`src/rtl/crt_ram.sv`:
```
// Generic simple dual-port RAM with registered read.
module crt_ram #(
	parameter int WIDTH = 8,
	parameter int DEPTH = 16
) (
	input  logic                     clk,
	input  logic                     we,
	input  logic [$clog2(DEPTH)-1:0] waddr,
	input  logic [WIDTH-1:0]         wdata,
	input  logic [$clog2(DEPTH)-1:0] raddr,
	output logic [WIDTH-1:0]         rdata
);
	logic [WIDTH-1:0] mem [DEPTH];

	always_ff @(posedge clk) begin
		if (we) begin
			mem[waddr] <= wdata;
		end
		rdata <= mem[raddr];
	end
endmodule

```
`config.mk`:
```
export PLATFORM = sky130hd
export DESIGN_NAME = crt_ram
export DESIGN_NICKNAME = d
export VERILOG_FILES = /design/src/rtl/crt_ram.sv
export SDC_FILE = /design/constraint.sdc
export NUM_CORES = 1
export LEC_CHECK = 0
export ABC_AREA = 1
export BUFFER_PORTS_ARGS = -buffer_cell sky130_fd_sc_hd__buf_2
export CORE_ASPECT_RATIO = 1.5
export CORE_MARGIN = 8
export CORE_UTILIZATION = 40
export CTS_CLUSTER_SIZE = 8
export DETAILED_ROUTE_END_ITERATION = 10
export GPL_ROUTABILITY_DRIVEN = 0
export SYNTH_ARGS = -nofsm -noshare
export SYNTH_HDL_FRONTEND = slang
export SYNTH_SLANG_ARGS = --single-unit
```
`constraint.sdc`:
```
create_clock -name clk -period 1.4 [get_ports clk]
set_input_delay 0.28 -clock clk [delete_from_list [all_inputs] [get_ports clk]]
set_output_delay 0.28 -clock clk [all_outputs]
set_load 0.05 [all_outputs]
```
==> results of run 1 <==
per-stage QoR:
step / setup WS, ns / hold WS, ns
after global routing: 0.005519 / 0.2531
after CTS: 0.02069 / 0.2395
after global placement: 0.1067 / 0.6567
after detailed placement: 0.06527 / 0.6670
after floorplan: 0.1692 / 0.3789
final: 0.05175 / 0.2536
power by group:
part           switching [W]  internal, W
registers          0.0000304      0.00455
clock network        0.00165      0.00244
logic               0.000463     0.000186
total                0.00214      0.00718
metal layers:
layer | up-vias | track usage, % | share of wire (%)
met5 | - | 0 | 0
met1 | 1764 | 15.49 | 39
met3 | 24 | 3.479 | 4.6
met4 | 0 | 7.964 | 2.8
li1 | 1868 | - | -
met2 | 117 | 25.34 | 53
flip-flops by register name, indices dropped and copies added, names as in the netlist:
name,cells
mem,128
rdata,8
layout make-up:
class / instances / share of cell area (%)
flip-flops and latches: 136 / 58.98
multi-input cells: 289 / 17.88
clock buffers: 18 / 6.321
repair buffers: 52 / 5.750
inverters: 102 / 5.640
well taps: 196 / 3.612
clock inverters: 14 / 1.825
cell families after synthesis:
| logic type | after synthesis | share of synthesized area [%] |
|---|---|---|
| AND/OR/NAND/NOR | 289 | 21.05 |
| flip-flops | 136 | 69.43 |
| buffers and inverters | 126 | 9.525 |
path summary, 6_finish.rpt:
kind	from	end	slack [ns]
setup / recovery	rdata[7]	rdata[7]	0.05
hold / removal	wdata[3]	mem[9][3]	0.25
setup reg to reg	mem[1][4]	rdata[4]	0.43
hold reg to reg	mem[13][5]	rdata[5]	0.68
cell usage in the layout (no fill, tap or decap):
cell type   netlist  final
buf_12            0      5
buf_2            13     25
buf_4             4     22
bufinv_16         0      1
clkbuf_1          0      1
clkbuf_16         0     17
clkinv_1          0      1
clkinv_2          0      2
clkinv_4          0      1
clkinvlp_4        0      6
dfxtp_1           8      8
edfxtp_1        128    128
inv_1           100    100
inv_2             2      2
inv_6             0      3
nand2_1         173    173
nand3_1          97     97
nand3b_1          2      2
nor2_1           17     17
==> qor.yml, run 1 <==
syn-num-nets: 569
max_cap_viol_count: 0
crit_path_start_kind: "register"
fp.dieArea_sq_um: 18590
ys_seq_elements: 136
antenna_found_initial: 0
fmax_mhz: 741.7
cts_resized: 0
h-tree-depth: 4
port_buffers: 25
worstSetupPathType: "reg2out"
rr_worst_depth: 6
powerDensity_nw_per_um2: 1372
cp.arrival_ns: 1.07
cpMaxStageDelayCell: "dfxtp_1"
hold_class: "in2reg"
syn-cell-area_sq_um: 5767
synth-edff-count: 128
yosysMostFrequentCell: "nand2_1"
clk_latency_ns: 0.42
synthTopCellsByArea: "edfxtp_1 67%, nand2_1 11%, nand3_1 8.4%"
setup-violations-final: 0
cp.depth: 1
synth.distinct_cells: 12
hold_depth: 1
required_ns: 1.12
clk_path_buf_depth: 2
yosysTopAreaCell: "edfxtp_1"
dominantRegCellSynth: "edfxtp_1"
stdcell_area_sq_um: 6789
fillers: 1328
cts_made_buffers: 17
overflow: 0
critPathMaxFanout: 1
clock_sinks: 136
num_vias: 3773
synth_seq_area_share_pct: 69.43
grt_max_degree: 65
p_leak_nw: 2.931
tns_ns: 0
drtIter0Drc: 230
skew_ns: 0.006315
grt_pass1_wl_um: 19780
tightestPinTransition_ns: 0.3408
post-place-cells: 775
synthArstFlopShare_pct: 0
die_x_um: 114.0
rows: 54
yosysWarnings: 0
start_util_pct: 40.26
synth.avg_cell_area_sq_um: 10.47
status: "finished, final reports clean"
wl_per_cell_um: 15.55
critPathBufInv: 1
ios: 26
slew_viol_final: 0
path_clk_slew_ns: 0.06
grt_pass1_vias: 3727
postCtsHoldBufs: 0
cp_cell_sequence: "buf_2"
slew_headroom_pct: 77.28
post-route-util_pct: 47.40
synthTopCellsByCount: "173 x nand2_1, 128 x edfxtp_1, 100 x inv_1, 97 x nand3_1, 17 x nor2_1"
crit_path_max_incr_delay_ns: 0.36
vias_per_cell: 4.675
instances_no_fill: 807
grt.total_usage_pct: 14.39
post-dp-hpwl_um: 8217
drive_above_1_share_pct: 13.75
synthCells: 551
drc: 0
ant_nets: 0
yosys.area.top_type_share_pct: 66.65
root_buffer: "clkbuf_16"
cts_tree: "done"
drt_first_pass_iters: 5
power_w: 0.009318
period_share_pct: 96.30
critical-path-top-delay-family: "flip-flops"
postPlaceCellArea_sq_um: 6236
vdd_drop_max_mv: 0.7781
die_h_um: 163.1
core-area_sq_um: 14320
drt_wl_total_um: 12550
hold_viol: 0
post_cts_buffers: 0
multi_input_area_sq_um: 1214
seqCellArea_sq_um: 4004
area_delta_synth_final_pct: 17.73
period_needed_ns: 1.348
cp-end-kind: "output port"
nets: 616
rsz0062_at_grt: "no"
antennaDiodeCount: 0
(Power assumes the default switching activity.)
==> inputs of run 2 (changes only) <==
Settings changed: HOLD_SLACK_MARGIN from default to 0.06, PLACE_DENSITY_LB_ADDON from default to 0.1.
==> run 2 against run 1 <==
  * Via count is essentially flat
  * Critical path depth is the same
  * Clock skew increased by 0.0023 ns
  * Worst hold slack worse by 0.093 ns
  * Sequential share of layout area shrank 1.2 points
  * First-iteration DRC count is 31% lower
  * Global-route usage increased by 1.9 points
==> qor.yml, run 2 (synthesized netlist as in run 1, its figures left out) <==
status: "finished, final reports clean"
port_buffers: 25
cts_resized: 0
switchingPower_w: 0.002161
core-area_sq_um: 14320
post_cts_buffers: 0
setup-violations-final: 0
nets: 624
largest_reg_flops: 128
root_buffer: "clkbuf_16"
rows: 54
instances_no_fill: 815
required_ns: 1.12
powerDensity_nw_per_um2: 1452
period_needed_ns: 1.330
die_x_um: 114.0
tightestPinTransition_ns: 0.4476
ant_nets: 0
post-dp-hpwl_um: 8997
wl_per_cell_um: 17.23
comb_power_share_pct: 7.0
cp-end-kind: "output port"
drt_first_pass_iters: 4
clockPowerShare_pct: 47.5
reg_top3: "mem x128, rdata x8"
fillers: 1384
drive_above_1_share_pct: 14.38
vias_per_cell: 4.628
cpMaxStageDelayCell: "dfxtp_1"
num_vias: 3772
vdd_drop_max_mv: 0.7997
clk_path_buf_depth: 2
antenna_found_initial: 0
critPathBufInv: 1
grt_pass1_vias: 3825
slew_viol_final: 0
clock_sinks: 136
cts_made_buffers: 17
fp.dieArea_sq_um: 18590
layout_common_cells: "173 x nand2_1, 128 x edfxtp_1, 100 x inv_1"
critical-path-top-delay-family: "flip-flops"
rsz0062_at_grt: "no"
swShare_pct: 21.47
overflow: 0
cp.arrival_ns: 1.05
h-tree-depth: 4
drc: 0
start_util_pct: 40.26
max_cap_viol_count: 0
crit_path_start_kind: "register"
post-place-cells: 783
drt_wl_total_um: 14040
post-route-util_pct: 48.39
skew_ns: 0.008641
p_leak_nw: 3.016
path_clk_slew_ns: 0.06
final_common_cell: "nand2_1"
crit_path_max_incr_delay_ns: 0.36
worstSetupPathType: "reg2out"
clk_latency_ns: 0.41
cp_cell_sequence: "buf_2"
period_share_pct: 95.01
grt_pass1_wl_um: 21850
p_seq_share_pct: 45.5
critPathMaxFanout: 1
slew_headroom_pct: 70.16
fmax_mhz: 751.8
antennaDiodeCount: 0
postCtsHoldBufs: 0
cts_tree: "done"
hold_viol: 0
die_h_um: 163.1
grt_max_degree: 33
ios: 26
largest_register: "mem"
drtIter0Drc: 158
hold_class: "in2reg"
grt.total_usage_pct: 16.24
p_int_w: 0.007904
area_delta_synth_final_pct: 20.20
run 2: final timing paths:
| check | from | endpoint | slack [ns] | depth (start not counted) |
|---|---|---|---|---|
| worst max-delay path | rdata[3] | rdata[3] | 0.07 | 1 |
| worst min-delay path | raddr[3] | rdata[4] | 0.16 | 3 |
| worst max register to register | mem[5][0] | rdata[0] | 0.34 | 6 |
| worst min register to register | mem[10][6] | rdata[6] | 0.67 | 6 |
run 2: power groups by stage:
stage	clock, W	combinational (W)	sequential, W
2_1_floorplan	0	0.000321	0.00475
3_3_place_gp	0	0.000708	0.00466
3_5_place_dp	0	0.000715	0.00466
4_1_cts	0.00485	0.000718	0.00458
5_1_grt	0.00501	0.000777	0.00458
6_report	0.00479	0.000702	0.00458
run 2: metrics by stage:
| stage | total power (W) | worst slack [ns] | TNS [ns] | area, sq um | hold WS (ns) |
|---|---|---|---|---|---|
| after floorplan | 0.005073 | 0.1692 | 0 | 5767 | 0.3789 |
| after global placement | 0.005372 | -0.07248 | -0.1324 | 6296 | 0.5648 |
| after detailed placement | 0.005378 | -0.07927 | -0.1723 | 6296 | 0.5632 |
| after CTS | 0.01015 | 0.05701 | 0 | 6932 | 0.1379 |
| after global routing | 0.01037 | 0.03408 | 0 | 6932 | 0.1684 |
| final | 0.01006 | 0.06983 | 0 | 6932 | 0.1609 |
run 2: per-layer routing:
layer	part of all wire (%)	vias to the layer above	track usage (%)
met5	0	-	0
met4	0.96	0	5.471
met3	3.9	13	3.146
met2	55	69	30.09
met1	40	1807	18.03
li1	-	1883	-
run 2: final cells by class:
| type | count | area, sq um | share of cell area (%) |
|---|---|---|---|
| timing repair buffer | 60 | 450.4 | 6.498 |
| multi-input combinational | 289 | 1214 | 17.51 |
| tap | 196 | 245.2 | 3.538 |
| inverter | 102 | 382.9 | 5.523 |
| sequential | 136 | 4004 | 57.76 |
| clock inverter | 13 | 202.7 | 2.924 |
| clock buffer | 19 | 432.9 | 6.245 |
run 2: worst reg2reg max path, delay by kind of cell (launching register included):
family / cells / cell delay (ns)
AND/OR/NAND/NOR: 5 / 0.54
flip-flops: 1 / 0.37
buffers and inverters: 1 / 0.06
==> inputs of run 3 (changes only) <==
--- a/config.mk
+++ b/config.mk
@@ -14,5 +14,7 @@
 export DETAILED_ROUTE_END_ITERATION = 10
 export GPL_ROUTABILITY_DRIVEN = 0
+export GPL_TIMING_DRIVEN = 1
 export HOLD_SLACK_MARGIN = 0.06
+export MAX_ROUTING_LAYER = met4
 export PLACE_DENSITY_LB_ADDON = 0.1
 export SYNTH_ARGS = -nofsm -noshare
==> constraint.sdc (replaced) <==
create_clock -name clk -period 1.4 [get_ports clk]
set_input_delay 0.21 -clock clk [delete_from_list [all_inputs] [get_ports clk]]
set_output_delay 0.21 -clock clk [all_outputs]
set_load 0.05 [all_outputs]
==> run 3 against run 2 <==
  * Cell count shrank 1.2%
  * Worst hold slack gained 0.00088 ns
  * Highest routed layer unchanged
  * Largest power group is now sequential cells
  * Critical path depth is the same
  * First-iteration DRC count grew 14%
  * Clock power shrank 7.7%
  * Largest cell class unchanged
  * Worst setup slack gained 0.058 ns
  * Register-to-register slack is essentially flat
  * Critical path type unchanged
  * Sequential power is essentially flat
  * Combinational power shrank 2%
  * Non-clock buffer count shrank 8
==> qor.yml, run 3 (synthesized netlist as in run 1, its figures left out) <==
critical-path-top-delay-family: "flip-flops"
start_util_pct: 40.26
wl_per_cell_um: 17.60
period_needed_ns: 1.272
antenna_found_initial: 0
slew_headroom_pct: 72.08
drtIter0Drc: 180
fmax_mhz: 786.0
critPathMaxFanout: 1
crit_path_start_kind: "register"
setup-violations-final: 0
max_cap_viol_count: 0
ios: 26
worstHoldStart: "raddr[3]"
antennaDiodeCount: 0
powerDensity_nw_per_um2: 1419
clk_latency_ns: 0.41
status: "finished, final reports clean"
clk_path_buf_depth: 2
path_clk_slew_ns: 0.06
hold_path_end: "rdata[6]"
post-dp-hpwl_um: 8938
reg_top3: "mem x128, rdata x8"
largest_register: "mem"
root_buffer: "clkbuf_16"
drc: 0
largest_reg_flops: 128
cp-startpoint: "rdata[1]"
cp_cell_sequence: "buf_2"
tightestPinTransition_ns: 0.4188
post-place-cells: 775
fillers: 1392
instances_no_fill: 805
port_buffers: 25
p_leak_nw: 2.960
hold_depth: 3
cp.arrival_ns: 1.06
post-route-util_pct: 47.69
nets: 616
drt_first_pass_iters: 4
pre_cts_ws_ns: 0.04937
fp.dieArea_sq_um: 18590
drive_above_1_share_pct: 13.63
clock_sinks: 136
tns_ns: 0
fin_hold_ws_ns: 0.1618
die_h_um: 163.1
num_vias: 3798
r2r_slack_ns: 0.34
ant_nets: 0
slew_viol_final: 0
cts_made_buffers: 17
crit_path_max_incr_delay_ns: 0.36
worstSetupPathType: "reg2out"
grt_pass1_wl_um: 21630
rr_worst_depth: 6
rr_endpoint: "rdata[5]"
post_cts_buffers: 0
hold_class: "in2reg"
r2r-start: "mem[5][5]"
vdd_drop_max_mv: 0.7836
rsz0062_at_grt: "no"
cpMaxStageDelayCell: "dfxtp_1"
layout_common_cells: "173 x nand2_1, 128 x edfxtp_1, 100 x inv_1"
skew_ns: 0.005057
h-tree-depth: 4
grt.total_usage_pct: 16.59
critPathBufInv: 1
final_common_cell: "nand2_1"
period_share_pct: 90.88
core-area_sq_um: 14320
die_x_um: 114.0
setup_slack_ns: 0.1277
required_ns: 1.19
cts_resized: 0
cts_tree: "done"
postCtsHoldBufs: 0
rows: 54
grt_max_degree: 38
drt_wl_total_um: 14170
grt_pass1_vias: 3862
cp-end-kind: "output port"
area_delta_synth_final_pct: 18.46
vias_per_cell: 4.718
hold_viol: 0
overflow: 0
[run 3: cell count changes in the layout (fill, tap and decap cells not counted)]
| cell | delta |
|---|---|
| buf_12 | +1 |
| buf_4 | -9 |
| bufinv_16 | -2 |
| clkbuf_1 | -2 |
| clkinv_1 | -2 |
| clkinv_2 | +3 |
| clkinvlp_4 | +1 |
[run 3: worst max path at each step]
| stage | slack (ns) | cells past startpoint | to |
|---|---|---|---|
| 2_1_floorplan | 0.24 | 2 | mem[10][0] |
| 3_3_place_gp | 0.04 | 7 | rdata[0] |
| 3_5_place_dp | 0.05 | 7 | rdata[0] |
| 4_1_cts | 0.11 | 1 | rdata[2] |
| 5_1_grt | 0.09 | 1 | rdata[2] |
| 6_report | 0.13 | 1 | rdata[1] |
[run 3: power breakdown]
part | leakage (nW) | total (W) | switching [W] | internal, W
Combinational | 1.46 | 0.000689 | 0.000496 | 0.000193
Sequential | 1.22 | 0.00458 | 0.0000277 | 0.00455
Clock | 0.278 | 0.00442 | 0.00166 | 0.00277
[run 3: cell type report]
cell class,instances,area [sq um],share of cell area (%)
timing repair buffer,52,402.9,5.897
tap,196,245.2,3.590
clock inverter,13,157.7,2.308
clock buffer,17,425.4,6.227
inverter,102,382.9,5.604
multi-input combinational,289,1214,17.77
sequential,136,4004,58.61
[run 3: worst register-to-register path, delay by kind of cell, from the launching register on]
kind	cells	cell delay [ns]
AND/OR/NAND/NOR	5	0.50
buffers and inverters	1	0.07
flip-flops	1	0.39
[run 3: metal layers]
metal	track usage [%]	part of all wire, %	up-vias
li1	-	-	1866
met1	18.00	41	1824
met2	28.99	53	89
met3	3.627	4.0	19
met4	6.261	2.2	0
met5	-	0	-
[run 3: per-stage QoR]
stage / instance area [sq um] / total power (W)
detailed placement: 6248 / 0.005366
global route: 6832 / 0.009996
CTS: 6832 / 0.009778
floorplan: 5767 / 0.005073
finish: 6832 / 0.009692
global placement: 6248 / 0.005360
